### config.mk
export PLATFORM = sky130hd
export DESIGN_NAME = stepper_ramped_move_sequencer
export DESIGN_NICKNAME = d
export VERILOG_FILES = /design/src/hdl/srms_pkg.sv /design/src/hdl/stepper_ramped_move_sequencer.sv /design/src/hdl/srms_ctrl.sv /design/src/hdl/srms_dp.sv
export SDC_FILE = /design/constraint.sdc
export NUM_CORES = 1
export LEC_CHECK = 0
export ABC_AREA = 0
export BUFFER_PORTS_ARGS = -buffer_cell sky130_fd_sc_hd__buf_2
export CAP_MARGIN = 5
export CORE_AREA = 2 2 198 297
export DETAILED_ROUTE_END_ITERATION = 7
export DIE_AREA = 0 0 200 299
export SLEW_MARGIN = 20
export SYNTH_ARGS = -nofsm -noshare
export SYNTH_HDL_FRONTEND = slang
export SYNTH_SLANG_ARGS = --single-unit
### constraint.sdc
create_clock -name aclk -period 12.1 [get_ports aclk]
set_clock_uncertainty 0.15 [all_clocks]
set_input_delay 0 -clock aclk [delete_from_list [all_inputs] [get_ports aclk]]
set_output_delay 0 -clock aclk [all_outputs]
set_load 0.1 [all_outputs]
### src/hdl/srms_pkg.sv
// Shared types, codes and tables of the ramped stepper move sequencer.
`default_nettype none

package srms_pkg;

    // Field widths
    localparam int MODE_W  = 3;
    localparam int CNT_W   = 16;
    localparam int PHASE_W = 2;
    localparam int DLY_W   = 8;
    localparam int RAMP_W  = 15;
    localparam int MAP_W   = 8;
    localparam int COIL_W  = 4;
    localparam int CFG_AW  = 2;
    localparam int CFG_DW  = 15;
    localparam int IN_TDATA_W  = 40;
    localparam int OUT_TDATA_W = 16;

    // Divider: 24-bit dividend, one quotient bit per cycle
    localparam int DIV_W    = 24;
    localparam int DIV_CW   = 5;
    localparam logic [DIV_CW-1:0] DIV_LAST = DIV_CW'(DIV_W - 1);

    // Input item kinds
    localparam logic [MODE_W-1:0] MODE_TICK    = 3'd0;
    localparam logic [MODE_W-1:0] MODE_MOVE    = 3'd1;
    localparam logic [MODE_W-1:0] MODE_SWING   = 3'd2;
    localparam logic [MODE_W-1:0] MODE_SETPH   = 3'd3;
    localparam logic [MODE_W-1:0] MODE_RELEASE = 3'd4;

    // Register indexes
    localparam logic [CFG_AW-1:0] CFG_START_DELAY = 2'd0;
    localparam logic [CFG_AW-1:0] CFG_MIN_DELAY   = 2'd1;
    localparam logic [CFG_AW-1:0] CFG_RAMP_LENGTH = 2'd2;
    localparam logic [CFG_AW-1:0] CFG_LINE_ROUTE  = 2'd3;

    // Register reset values
    localparam logic [DLY_W-1:0]  START_DELAY_RST = 8'd14;
    localparam logic [DLY_W-1:0]  MIN_DELAY_RST   = 8'd2;
    localparam logic [RAMP_W-1:0] RAMP_LENGTH_RST = 15'd600;
    localparam logic [MAP_W-1:0]  LINE_ROUTE_RST  = 8'd228;

    // Motion stage
    typedef enum logic [2:0] {
        STG_IDLE = 3'd0,
        STG_MOVE = 3'd1,
        STG_OUT  = 3'd2,
        STG_HOLD = 3'd3,
        STG_BACK = 3'd4
    } stage_t;

    // Controller states
    typedef enum logic [2:0] {
        C_IDLE,
        C_EVAL,
        C_WSEL,
        C_MUL,
        C_DIV,
        C_FIN,
        C_EMIT
    } ctrl_state_t;

    // Controller to datapath
    typedef struct packed {
        logic capture;
        logic eval;
        logic wsel;
        logic mul;
        logic div_step;
        logic fin;
        logic load_out;
    } dp_cmd_t;

    // Datapath to controller
    typedef struct packed {
        logic step_taken;
        logic use_div;
        logic slot_free;
    } dp_status_t;

    // Full-step two-coil pattern; bit k is pattern bit k
    function automatic logic [COIL_W-1:0] full_step_pattern(input logic [PHASE_W-1:0] ph);
        logic [COIL_W-1:0] p;
        unique case (ph)
            2'd0: p = 4'h3;
            2'd1: p = 4'h6;
            2'd2: p = 4'hC;
            2'd3: p = 4'h9;
            default: p = 4'h3;
        endcase
        return p;
    endfunction

endpackage

`default_nettype wire

### src/hdl/stepper_ramped_move_sequencer.sv
// Top level of the ramped full-step stepper move sequencer.
//
// Input channel s_*: one transaction per 1 ms tick or command, kind in s_tuser.
// Result channel m_*: exactly one result transaction per input transaction.
// User must write settings (cfg_we/cfg_addr/cfg_wdata) only while idle; unenforced.
//
// Each input transaction is taken in one cycle and evaluated in the next. The
// result is loaded into the output register in state EMIT. EMIT follows EVAL
// for an item that takes no step, EVAL and WSEL for a step at cruise speed, and
// EVAL, WSEL, MUL, DIV and FIN for a step on a ramp, where the restoring divider
// works out the ramp wait one quotient bit a cycle. The next transaction can be
// accepted in the cycle after the load. One item is in work at a time; the next
// is accepted once the previous result sits in the output register, even while
// that result is not taken.
//
// Reset (aresetn low, synchronous) stops any move, turns the coils off, sets
// the phase to zero and loads the default settings. When the receiver stalls
// the result is held in the output register and at most one further input
// transaction is accepted and evaluated before the input side stalls too.
`default_nettype none

module stepper_ramped_move_sequencer (
    input  wire logic        aclk,
    input  wire logic        aresetn,
    // Input transactions
    input  wire logic        s_tvalid,
    output logic             s_tready,
    // [15:0] step_count, [16] reverse, [18:17] phase_value, [34:19] hold_time
    input  wire logic [39:0] s_tdata,
    // [2:0] mode
    input  wire logic [2:0]  s_tuser,
    // Result transactions
    output logic             m_tvalid,
    input  wire logic        m_tready,
    // [3:0] coil_levels, [5:4] current_phase, [6] busy_res, [7] done_res, [8] ignored
    output logic [15:0]      m_tdata,
    // Settings write port
    input  wire logic        cfg_we,
    input  wire logic [1:0]  cfg_addr,
    input  wire logic [14:0] cfg_wdata
);

    srms_pkg::dp_cmd_t    cmd;
    srms_pkg::dp_status_t status;

    srms_ctrl u_ctrl (
        .aclk     (aclk),
        .aresetn  (aresetn),
        .s_tvalid (s_tvalid),
        .s_tready (s_tready),
        .status   (status),
        .cmd      (cmd)
    );

    srms_dp u_dp (
        .aclk      (aclk),
        .aresetn   (aresetn),
        .s_tdata   (s_tdata),
        .s_tuser   (s_tuser),
        .m_tvalid  (m_tvalid),
        .m_tready  (m_tready),
        .m_tdata   (m_tdata),
        .cfg_we    (cfg_we),
        .cfg_addr  (cfg_addr),
        .cfg_wdata (cfg_wdata),
        .cmd       (cmd),
        .status    (status)
    );

endmodule

`default_nettype wire

### src/hdl/srms_ctrl.sv
// Sequencing state machine of the ramped stepper move sequencer.
`default_nettype none

module srms_ctrl (
    input  wire logic               aclk,
    input  wire logic               aresetn,
    input  wire logic               s_tvalid,
    output logic                    s_tready,
    input  wire srms_pkg::dp_status_t status,
    output srms_pkg::dp_cmd_t       cmd
);

    srms_pkg::ctrl_state_t state_reg, state_next;
    logic [srms_pkg::DIV_CW-1:0] cnt_reg, cnt_next;

    // State and divider step counter
    always_ff @(posedge aclk) begin
        if (!aresetn) begin
            state_reg <= srms_pkg::C_IDLE;
            cnt_reg   <= '0;
        end else begin
            state_reg <= state_next;
            cnt_reg   <= cnt_next;
        end
    end

    // Next state
    always_comb begin
        state_next = state_reg;
        cnt_next   = cnt_reg;
        unique case (state_reg)
            srms_pkg::C_IDLE: begin
                if (s_tvalid) state_next = srms_pkg::C_EVAL;
            end
            srms_pkg::C_EVAL: begin
                state_next = status.step_taken ? srms_pkg::C_WSEL : srms_pkg::C_EMIT;
            end
            srms_pkg::C_WSEL: begin
                state_next = status.use_div ? srms_pkg::C_MUL : srms_pkg::C_EMIT;
            end
            srms_pkg::C_MUL: begin
                cnt_next   = '0;
                state_next = srms_pkg::C_DIV;
            end
            srms_pkg::C_DIV: begin
                cnt_next = cnt_reg + 1'b1;
                if (cnt_reg == srms_pkg::DIV_LAST) state_next = srms_pkg::C_FIN;
            end
            srms_pkg::C_FIN: begin
                state_next = srms_pkg::C_EMIT;
            end
            srms_pkg::C_EMIT: begin
                if (status.slot_free) state_next = srms_pkg::C_IDLE;
            end
            default: state_next = srms_pkg::C_IDLE;
        endcase
    end

    // Outputs
    always_comb begin
        cmd      = '0;
        s_tready = 1'b0;
        unique case (state_reg)
            srms_pkg::C_IDLE: begin
                s_tready    = 1'b1;
                cmd.capture = s_tvalid;
            end
            srms_pkg::C_EVAL: cmd.eval     = 1'b1;
            srms_pkg::C_WSEL: cmd.wsel     = 1'b1;
            srms_pkg::C_MUL:  cmd.mul      = 1'b1;
            srms_pkg::C_DIV:  cmd.div_step = 1'b1;
            srms_pkg::C_FIN:  cmd.fin      = 1'b1;
            srms_pkg::C_EMIT: cmd.load_out = status.slot_free;
            default: ;
        endcase
    end

endmodule

`default_nettype wire

### src/hdl/srms_dp.sv
// Datapath: motion state, step wait arithmetic, settings and output register.
`default_nettype none

module srms_dp (
    input  wire logic                               aclk,
    input  wire logic                               aresetn,
    input  wire logic [srms_pkg::IN_TDATA_W-1:0]    s_tdata,
    input  wire logic [srms_pkg::MODE_W-1:0]        s_tuser,
    output logic                                    m_tvalid,
    input  wire logic                               m_tready,
    output logic [srms_pkg::OUT_TDATA_W-1:0]        m_tdata,
    input  wire logic                               cfg_we,
    input  wire logic [srms_pkg::CFG_AW-1:0]        cfg_addr,
    input  wire logic [srms_pkg::CFG_DW-1:0]        cfg_wdata,
    input  wire srms_pkg::dp_cmd_t                  cmd,
    output srms_pkg::dp_status_t                    status
);

    // Settings
    logic [srms_pkg::DLY_W-1:0]  start_delay_reg, min_delay_reg;
    logic [srms_pkg::RAMP_W-1:0] ramp_length_reg;
    logic [srms_pkg::MAP_W-1:0]  line_route_reg;

    // Captured transaction
    logic [srms_pkg::MODE_W-1:0]  mode_reg;
    logic [srms_pkg::CNT_W-1:0]   cnt_in_reg, hold_in_reg;
    logic                         rev_in_reg;
    logic [srms_pkg::PHASE_W-1:0] ph_in_reg;

    // Motion state
    logic [srms_pkg::PHASE_W-1:0] phase_reg, phase_next;
    logic                         coils_reg, coils_next;
    srms_pkg::stage_t             stage_reg, stage_next;
    logic [srms_pkg::CNT_W-1:0]   step_index_reg, step_index_next;
    logic [srms_pkg::CNT_W-1:0]   total_reg, total_next;
    logic [srms_pkg::RAMP_W-1:0]  ramp_reg, ramp_next;
    logic                         mrev_reg, mrev_next;
    logic [srms_pkg::DLY_W-1:0]   delay_reg, delay_next;
    logic [srms_pkg::CNT_W-1:0]   hold_reg, hold_next;
    logic                         done_reg, done_next;
    logic                         ign_reg, ign_next;
    logic                         step_go;

    // Divider
    logic [srms_pkg::DIV_W-1:0]  quo_reg;
    logic [srms_pkg::CNT_W-1:0]  rem_reg;

    // Output register
    logic                                m_tvalid_reg;
    logic [srms_pkg::OUT_TDATA_W-1:0]    m_tdata_reg;

    // Configuration writes
    always_ff @(posedge aclk) begin
        if (!aresetn) begin
            start_delay_reg <= srms_pkg::START_DELAY_RST;
            min_delay_reg   <= srms_pkg::MIN_DELAY_RST;
            ramp_length_reg <= srms_pkg::RAMP_LENGTH_RST;
            line_route_reg  <= srms_pkg::LINE_ROUTE_RST;
        end else if (cfg_we) begin
            unique case (cfg_addr)
                srms_pkg::CFG_START_DELAY: start_delay_reg <= cfg_wdata[srms_pkg::DLY_W-1:0];
                srms_pkg::CFG_MIN_DELAY:   min_delay_reg   <= cfg_wdata[srms_pkg::DLY_W-1:0];
                srms_pkg::CFG_RAMP_LENGTH: ramp_length_reg <= cfg_wdata;
                srms_pkg::CFG_LINE_ROUTE:  line_route_reg  <= cfg_wdata[srms_pkg::MAP_W-1:0];
                default: ;
            endcase
        end
    end

    // Capture of the input transaction
    always_ff @(posedge aclk) begin
        if (cmd.capture) begin
            mode_reg    <= s_tuser;
            cnt_in_reg  <= s_tdata[15:0];
            rev_in_reg  <= s_tdata[16];
            ph_in_reg   <= s_tdata[18:17];
            hold_in_reg <= s_tdata[34:19];
        end
    end

    // Item evaluation: stage transitions, leg start and phase step
    logic [srms_pkg::CNT_W-1:0]  idx_inc, leg_cnt;
    logic                        leg_go, leg_rev, step_dir;
    logic [srms_pkg::RAMP_W-1:0] r_lim;
    logic [srms_pkg::DLY_W-1:0]  dl_dec;
    logic [srms_pkg::CNT_W-1:0]  hl_dec;

    always_comb begin
        phase_next      = phase_reg;
        coils_next      = coils_reg;
        stage_next      = stage_reg;
        step_index_next = step_index_reg;
        total_next      = total_reg;
        ramp_next       = ramp_reg;
        mrev_next       = mrev_reg;
        delay_next      = delay_reg;
        hold_next       = hold_reg;
        done_next       = 1'b0;
        ign_next        = 1'b0;
        step_go         = 1'b0;
        leg_go          = 1'b0;
        leg_cnt         = total_reg;
        leg_rev         = ~mrev_reg;
        idx_inc         = step_index_reg + 16'd1;
        dl_dec          = (delay_reg != '0) ? delay_reg - 8'd1 : delay_reg;
        hl_dec          = (hold_reg != '0) ? hold_reg - 16'd1 : hold_reg;
        r_lim           = '0;

        if (stage_reg != srms_pkg::STG_IDLE) begin
            if (mode_reg == srms_pkg::MODE_MOVE || mode_reg == srms_pkg::MODE_SWING ||
                mode_reg == srms_pkg::MODE_SETPH || mode_reg == srms_pkg::MODE_RELEASE) begin
                ign_next = 1'b1;
            end else if (mode_reg == srms_pkg::MODE_TICK) begin
                if (stage_reg == srms_pkg::STG_HOLD) begin
                    hold_next = hl_dec;
                    if (hl_dec == '0) begin
                        stage_next = srms_pkg::STG_BACK;
                        leg_go     = 1'b1;
                    end
                end else begin
                    delay_next = dl_dec;
                    if (dl_dec == '0) begin
                        step_index_next = idx_inc;
                        if (idx_inc < total_reg) begin
                            step_go = 1'b1;
                        end else if (stage_reg == srms_pkg::STG_OUT) begin
                            if (hold_reg == '0) begin
                                stage_next = srms_pkg::STG_BACK;
                                leg_go     = 1'b1;
                            end else begin
                                stage_next = srms_pkg::STG_HOLD;
                            end
                        end else begin
                            if (stage_reg == srms_pkg::STG_BACK) coils_next = 1'b0;
                            stage_next = srms_pkg::STG_IDLE;
                            done_next  = 1'b1;
                        end
                    end
                end
            end
        end else begin
            priority if (mode_reg == srms_pkg::MODE_MOVE && cnt_in_reg != '0) begin
                stage_next = srms_pkg::STG_MOVE;
                leg_go     = 1'b1;
                leg_cnt    = cnt_in_reg;
                leg_rev    = rev_in_reg;
            end else if (mode_reg == srms_pkg::MODE_SWING && cnt_in_reg != '0) begin
                stage_next = srms_pkg::STG_OUT;
                hold_next  = hold_in_reg;
                leg_go     = 1'b1;
                leg_cnt    = cnt_in_reg;
                leg_rev    = rev_in_reg;
            end else if (mode_reg == srms_pkg::MODE_SETPH) begin
                phase_next = ph_in_reg;
                coils_next = 1'b1;
            end else if (mode_reg == srms_pkg::MODE_RELEASE) begin
                coils_next = 1'b0;
            end else begin
            end
        end

        // Leg start: ramp clamped to half the step count
        if (leg_go) begin
            r_lim = (ramp_length_reg == '0) ? 15'd1 : ramp_length_reg;
            if ({r_lim, 1'b0} > leg_cnt) r_lim = leg_cnt[srms_pkg::CNT_W-1:1];
            total_next      = leg_cnt;
            ramp_next       = r_lim;
            mrev_next       = leg_rev;
            step_index_next = '0;
            step_go         = 1'b1;
        end

        // Phase advance
        step_dir = leg_go ? leg_rev : mrev_reg;
        if (step_go) begin
            phase_next = step_dir ? phase_reg - 2'd1 : phase_reg + 2'd1;
            coils_next = 1'b1;
        end
    end

    // Wait selection from the state left by the evaluation
    logic [srms_pkg::DLY_W-1:0] mn, st, diff;
    logic [srms_pkg::CNT_W-1:0] thr, mult_b;
    logic                       use_div;

    always_comb begin
        mn      = (min_delay_reg == '0) ? 8'd1 : min_delay_reg;
        st      = (start_delay_reg < mn) ? mn : start_delay_reg;
        diff    = st - mn;
        thr     = total_reg - {1'b0, ramp_reg};
        use_div = 1'b0;
        mult_b  = step_index_reg;
        if (ramp_reg != '0 && step_index_reg < {1'b0, ramp_reg}) begin
            use_div = 1'b1;
        end else if (ramp_reg != '0 && step_index_reg >= thr) begin
            use_div = 1'b1;
            mult_b  = total_reg - 16'd1 - step_index_reg;
        end
    end

    // Divider trial subtraction
    logic [srms_pkg::CNT_W-1:0] trial;
    logic                       fits;
    assign trial = {rem_reg[srms_pkg::CNT_W-2:0], quo_reg[srms_pkg::DIV_W-1]};
    assign fits  = trial >= {1'b0, ramp_reg};

    // Multiply, then restoring division one quotient bit a cycle
    always_ff @(posedge aclk) begin
        if (cmd.mul) begin
            quo_reg <= srms_pkg::DIV_W'(diff) * srms_pkg::DIV_W'(mult_b);
            rem_reg <= '0;
        end else if (cmd.div_step) begin
            rem_reg <= fits ? trial - {1'b0, ramp_reg} : trial;
            quo_reg <= {quo_reg[srms_pkg::DIV_W-2:0], fits};
        end
    end

    // Motion state registers
    always_ff @(posedge aclk) begin
        if (!aresetn) begin
            phase_reg      <= '0;
            coils_reg      <= 1'b0;
            stage_reg      <= srms_pkg::STG_IDLE;
            step_index_reg <= '0;
            total_reg      <= '0;
            ramp_reg       <= '0;
            mrev_reg       <= 1'b0;
            delay_reg      <= '0;
            hold_reg       <= '0;
            done_reg       <= 1'b0;
            ign_reg        <= 1'b0;
        end else if (cmd.eval) begin
            phase_reg      <= phase_next;
            coils_reg      <= coils_next;
            stage_reg      <= stage_next;
            step_index_reg <= step_index_next;
            total_reg      <= total_next;
            ramp_reg       <= ramp_next;
            mrev_reg       <= mrev_next;
            delay_reg      <= delay_next;
            hold_reg       <= hold_next;
            done_reg       <= done_next;
            ign_reg        <= ign_next;
        end else if (cmd.wsel && !use_div) begin
            delay_reg <= mn;
        end else if (cmd.fin) begin
            delay_reg <= st - quo_reg[srms_pkg::DLY_W-1:0];
        end
    end

    // Coil lines through the wire map
    logic [srms_pkg::COIL_W-1:0] pat, lines;
    always_comb begin
        pat = srms_pkg::full_step_pattern(phase_reg);
        for (int n = 0; n < srms_pkg::COIL_W; n++) begin
            lines[n] = coils_reg & pat[line_route_reg[2*n +: 2]];
        end
    end

    // Output register: held until the downstream transaction completes
    always_ff @(posedge aclk) begin
        if (!aresetn) begin
            m_tvalid_reg <= 1'b0;
        end else if (cmd.load_out) begin
            m_tvalid_reg <= 1'b1;
        end else if (m_tready) begin
            m_tvalid_reg <= 1'b0;
        end
    end

    always_ff @(posedge aclk) begin
        if (cmd.load_out) begin
            m_tdata_reg <= {7'd0, ign_reg, done_reg,
                            (stage_reg != srms_pkg::STG_IDLE), phase_reg, lines};
        end
    end

    // A step is taken by the item under evaluation
    assign m_tvalid          = m_tvalid_reg;
    assign m_tdata           = m_tdata_reg;
    assign status.step_taken = step_go;
    assign status.use_div    = use_div;
    assign status.slot_free  = !m_tvalid_reg || m_tready;

endmodule

`default_nettype wire

==> flow_metrics.py, run 1 <==
metrics = {
    "hold_path": {
        "hold_path_class": "input pin to register",
        "whs_path_depth": 2,
        "holdPathEnd": "u_dp.hold_in_reg[10]$_DFFE_PP_",
        "hp-start": "s_tdata[29]",
    },
    "drt": {
        "drc": 0,
        "viasPerCell": 5.27,
        "first_pass_iters": 5,
        "totalWireLength_um": 55100,
        "routedWlPerCell_um": 17.7,
        "first_iter_violations": 785,
        "vias": 16429,
        "detail-route-antenna-nets": 0,
    },
    "flow_run": {
        "max-cap-violations": 0,
    },
    "die": {
        "core_region_area_um2": 57400,
        "initial_core_util_pct": 32.5,
        "core.rowCount": 108,
        "io_pins": 83,
        "die_y_um": 299,
        "die_area_um2": 59800,
        "fp.dieW_um": 200,
    },
    "sta": {
        "max_freq_mhz": 97.3,
        "fin_crit_ps": 10280,
        "tns_ps": 0,
        "final_hold_viol_count": 0,
        "finalSetupViolCount": 0,
        "fin_crit_sh_pct": 84.9,
        "slew-limit-headroom_pct": 23.4,
        "rsz0062_at_grt": "false",
        "worst_slew_pin_slew_ps": 1140,
        "final-max-slew-violation-count": 0,
    },
    "logic_synthesis": {
        "netlist_instances": 2206,
        "yosysSeqAreaShare_pct": 26.8,
        "synth_ff_type": "dfxtp_1",
        "netlist-cell-type-count": 87,
        "ys_top_cells_by_count": "nor2_1 (254), inv_1 (221), ha_1 (180)",
        "synth_seq_cells": 214,
        "async_flop_share_pct": 0,
        "yosysTopAreaCell": "dfxtp_1",
        "synth_top_cell_area_share_pct": 15.4,
        "avgSynthCellArea_um2": 8.45,
        "netlist_area_um2": 18600,
        "synth_edf_count": 71,
        "ys.warnings.count": 0,
        "synth_top_cells_by_area": "dfxtp_1 (15%), ha_1 (12%), edfxtp_1 (11%), fa_1 (9.6%), nor2_1 (5.1%)",
        "yosysMostFrequentCell": "nor2_1",
    },
    "status": {
        "status": "completed",
    },
    "setup_path": {
        "cp_top_family": "adder cells",
        "start_kind": "register",
        "r2r_start": "u_dp.total_reg[0]$_SDFFE_PN0P_",
        "rrSetupSlack_ps": 1820,
        "crit_fanout": 16,
        "slowest_delay_ps": 550,
        "timing.rr.end": "u_dp.quo_reg[21]$_DFFE_PP_",
        "path_buf_inv": 7,
        "critPathCaptureType": "register",
        "arrival_ps": 10430,
        "crit_required_ps": 12250,
        "crit_path_top_delay_cell": "fa_1",
        "criticalPathCategory": "register to register",
        "reg2regPathDepth": 40,
    },
    "final_layout": {
        "n_antenna_cell": 0,
        "drive_gt1_share_pct": 8.60,
        "fin_nets": 2667,
        "postLayoutCellArea_um2": 21600,
        "fin_util_pct": 37.6,
        "largest_reg_flops": 24,
        "fillers": 5862,
        "area_delta_synth_final_pct": 15.8,
    },
    "clock_tree": {
        "clk_latency_ps": 570,
        "cts_setup_buffers": 0,
        "cts-buffers-inserted": 24,
        "h-tree-depth": 1,
        "cts_hold_buf": 97,
        "numClockSinks": 214,
        "cts.repair.resized": 0,
        "clk_pin_slew_worst_paths_ps": 60,
        "cts_root_buf": "clkbuf_16",
        "cts_tree": "yes",
        "cts_buffer_depth": 3,
    },
    "place": {
        "numPortBuffers": 70,
        "place.gp.congestion": 0.913,
        "dpl_cell_area_um2": 19800,
        "dpl.hpwl_um": 42500,
    },
    "global_routing": {
        "antenna_found_initial": 0,
        "grt_start_max_net_pins": 53,
        "grt_pass1_vias": 16877,
        "grt_pass1_wl_um": 88600,
        "grt_usage_pct": 18.6,
        "overflow": 0,
    },
    "pwr": {
        "p_per_area_nw_per_um2": 172,
        "p_leak_nw": 9.16,
        "power_w": 0.00371,
        "peakVddDrop_mv": 0.126,
    },
}
power breakdown:
part | switching [W] | internal [W] | total [W] | leakage (nW)
Sequential | 0.000113 | 0.000889 | 0.00100 | 1.83
Combinational | 0.00116 | 0.000741 | 0.00190 | 6.92
Clock | 0.000331 | 0.000472 | 0.000803 | 0.416
Total | 0.00161 | 0.00210 | 0.00371 | 9.16
kinds of logic (layout without fill, tap and decap cells):
group,count (synthesis),after routing,synth area share [%]
mux,87,87,4.68
other cells,1,7,0.0201
xor+xnor,82,82,3.85
fa+ha+maj,269,269,21.6
flops,214,214,26.8
simple gates,725,725,18.3
compound gates,499,499,17.6
buf+inv,329,467,7.14
routing by layer:
| layer | vias to the layer above | routed length (µm) | global-route usage, % |
|---|---|---|---|
| li1 | 7968 | - | - |
| met1 | 7976 | 21600 | 20.6 |
| met2 | 353 | 29200 | 35.2 |
| met3 | 132 | 1650 | 1.69 |
| met4 | 0 | 2670 | 8.50 |
| met5 | - | 0 | 0 |
how the worst max path moves through the flow:
stage	start	end	slack [ps]	depth (start not counted)
floorplan	u_dp.ramp_reg[0]$_SDFFE_PN0P_	u_dp.quo_reg[21]$_DFFE_PP_	3420	40
global placement	u_dp.total_reg[0]$_SDFFE_PN0P_	u_dp.quo_reg[23]$_DFFE_PP_	1870	40
detailed placement	u_dp.total_reg[0]$_SDFFE_PN0P_	u_dp.quo_reg[23]$_DFFE_PP_	1990	40
CTS	u_dp.total_reg[0]$_SDFFE_PN0P_	u_dp.quo_reg[23]$_DFFE_PP_	1910	40
global route	u_dp.total_reg[0]$_SDFFE_PN0P_	u_dp.quo_reg[23]$_DFFE_PP_	1110	40
finish	u_dp.total_reg[0]$_SDFFE_PN0P_	u_dp.quo_reg[21]$_DFFE_PP_	1820	40
placed cells by master (no fill, tap or decap), drive strengths merged, types with 19 or more instances in the layout:
| master | count |
|---|---|
| a211oi | 36 |
| a21o | 36 |
| a21oi | 150 |
| buf | 105 |
| clkbuf | 35 |
| dfxtp | 143 |
| dlygate4sd3 | 97 |
| edfxtp | 71 |
| fa | 89 |
| ha | 180 |
| inv | 221 |
| mux2i | 85 |
| nand2 | 164 |
| nand2b | 25 |
| nand3 | 58 |
| nand4 | 23 |
| nor2 | 255 |
| nor2b | 23 |
| nor3 | 58 |
| nor4 | 26 |
| o211ai | 19 |
| o21a | 21 |
| o21ai | 112 |
| o31ai | 19 |
| or2 | 23 |
| xnor2 | 50 |
| xor2 | 32 |
stage by stage:
stage	hold slack [ps]	setup slack, ps	std cells
finish	12.5	1820	3120
global route	20.2	1110	3120
CTS	2.11	1910	3120
detailed placement	28.9	1990	2980
global placement	26.9	1870	2980
floorplan	-51.1	3420	2212
area by class of cell:
cell class	count	area, µm²	share of cell area, %
clock buffer	35	706	3.27
clock inverter	8	141	0.655
inverter	222	835	3.87
multi-input combinational	1669	12400	57.3
sequential	214	4990	23.1
tap	770	963	4.46
timing repair buffer	202	1580	7.34
Power figures use the tool's default switching activity.
==> inputs of run 2 (changes only) <==
- clock period: 12.1 -> 9.8 ns (I/O delays scaled with it)
==> run 2 against run 1 <==
Combinational power grew 25%. Sequential power grew 23%. Global-route usage grew 0.61 points. Clock power grew 22%. Highest routed layer unchanged.
==> flow_metrics.py, run 2 (same netlist as run 1, synthesis figures left out) <==
metrics = {
    "status": {
        "status": "completed",
    },
    "clock_tree": {
        "cts_buffer_depth": 3,
        "clk_latency_ps": 590,
        "clk_pin_slew_worst_paths_ps": 70,
        "cts-buffers-inserted": 26,
        "cts_tree": "yes",
        "cts_root_buf": "clkbuf_16",
        "h-tree-depth": 1,
        "numClockSinks": 214,
    },
    "pwr": {
        "peakVddDrop_mv": 0.153,
        "p_per_area_nw_per_um2": 210,
        "p_leak_nw": 9.26,
    },
    "sta": {
        "max_freq_mhz": 109,
        "whs_ps": 22.5,
        "slew-limit-headroom_pct": 27.5,
        "tns_ps": 0,
        "final_hold_viol_count": 0,
        "rsz0062_at_grt": "false",
        "finalSetupViolCount": 0,
        "fin_crit_ps": 9190,
        "final-max-slew-violation-count": 0,
        "worst_slew_pin_slew_ps": 1090,
        "fin_crit_sh_pct": 93.7,
    },
    "final_layout": {
        "area_delta_synth_final_pct": 17.2,
        "largest_reg_flops": 24,
        "n_antenna_cell": 0,
        "layout_commonest_cell": "nor2_1",
        "drive_gt1_share_pct": 9.29,
        "fin_nets": 2693,
        "final_cell_mix": "nor2_1 (254), inv_1 (219), ha_1 (180)",
    },
    "die": {
        "core.rowCount": 108,
        "core_region_area_um2": 57400,
        "die_y_um": 299,
        "io_pins": 83,
        "fp.dieW_um": 200,
        "die_area_um2": 59800,
        "initial_core_util_pct": 32.5,
    },
    "drt": {
        "routedWlPerCell_um": 18.0,
        "drc": 0,
        "first_iter_violations": 868,
        "detail-route-antenna-nets": 0,
        "viasPerCell": 5.26,
        "totalWireLength_um": 56600,
        "vias": 16555,
        "first_pass_iters": 7,
    },
    "place": {
        "numPortBuffers": 70,
        "dpl.hpwl_um": 43600,
        "place.gp.congestion": 0.983,
    },
    "global_routing": {
        "grt_start_max_net_pins": 52,
        "antenna_found_initial": 0,
        "grt_pass1_wl_um": 90800,
        "grt_usage_pct": 19.2,
        "grt_pass1_vias": 17137,
        "overflow": 0,
    },
    "flow_run": {
        "max-cap-violations": 0,
    },
    "setup_path": {
        "slowest_delay_ps": 560,
        "crit_required_ps": 9980,
        "crit_fanout": 22,
        "path_buf_inv": 5,
        "crit_path_top_delay_cell": "fa_1",
        "critPathLaunch": "u_dp.ramp_reg[0]$_SDFFE_PN0P_",
        "criticalPathCategory": "register to register",
        "critPathMostFrequentCell": "fa_1",
        "critPathCaptureType": "register",
        "start_kind": "register",
        "cp_top_family": "adder cells",
        "r2r_start": "u_dp.ramp_reg[0]$_SDFFE_PN0P_",
        "arrival_ps": 9370,
    },
    "hold_path": {
        "hp-start": "s_tdata[1]",
        "hold_path_class": "input pin to register",
    },
}
-- run 2: changes by cell type in the layout (fill, tap and decap cells not counted), moves of 4 or more --
| cell | before | now |
|---|---|---|
| dlygate4sd3_1 | 97 | 110 |
| buf_4 | 35 | 45 |
| clkinv_1 | 1 | 5 |
| clkinv_4 | 0 | 4 |
-- run 2: metrics by stage --
step	setup WS (ps)	power, W	utilization, %	area [µm²]	cells
after global routing	7.39	0.00491	38.0	21800	3149
after global placement	385	0.00353	34.6	19900	2991
after floorplan	1120	0.00293	-	18700	2212
after CTS	297	0.00461	38.0	21800	3149
after detailed placement	341	0.00358	34.6	19900	2991
final	615	0.00459	38.0	21800	3149
-- run 2: layer usage --
metal / track usage (%) / vias to the layer above / routed length, µm
met5: 0 / - / 0
met4: 10.4 / 0 / 3290
met3: 2.19 / 146 / 2210
met2: 35.2 / 422 / 29000
met1: 21.4 / 7976 / 22100
li1: - / 8011 / -
-- run 2: worst paths after layout --
path              slack [ps]                           end  cells after the start
hold reg to reg          290     u_dp.m_tdata[8]$_DFFE_PP_                      0
setup reg to reg         610    u_dp.quo_reg[21]$_DFFE_PP_                     38
hold / removal            20  u_dp.cnt_in_reg[1]$_DFFE_PP_                      2
setup / recovery         610    u_dp.quo_reg[21]$_DFFE_PP_                     38
-- run 2: power breakdown --
part | switching, W | internal, W | leakage, nW
logic | 0.00146 | 0.000922 | 7.03
registers | 0.000134 | 0.00110 | 1.83
clock network | 0.000442 | 0.000537 | 0.409
-- run 2: worst register-to-register path, delay by kind of cell, from the launching register on --
| family | cells | cell delay [ps] |
|---|---|---|
| AND/OR/NAND/NOR | 9 | 1750 |
| AO/OA/AOI/OAI | 16 | 2920 |
| flip-flops | 1 | 400 |
| adder cells (fa/ha/maj) | 8 | 3280 |
| buffers and inverters | 5 | 440 |
-- run 2: repair_timing --
item / CTS / global route
hold endpoints to repair: 97 / 0
resized for setup: 0 / 6
hold buffers: 110 / 0
setup buffers: 0 / 0
endpoints found under the setup margin: 0 / 4
-- run 2: layout make-up --
class                      count  area, µm²
clock buffer                  31        691
timing repair buffer         226       1810
tap                          770        963
inverter                     222        835
multi-input combinational   1669      12400
clock inverter                17        156
fill                        5826      35600
sequential                   214       4990
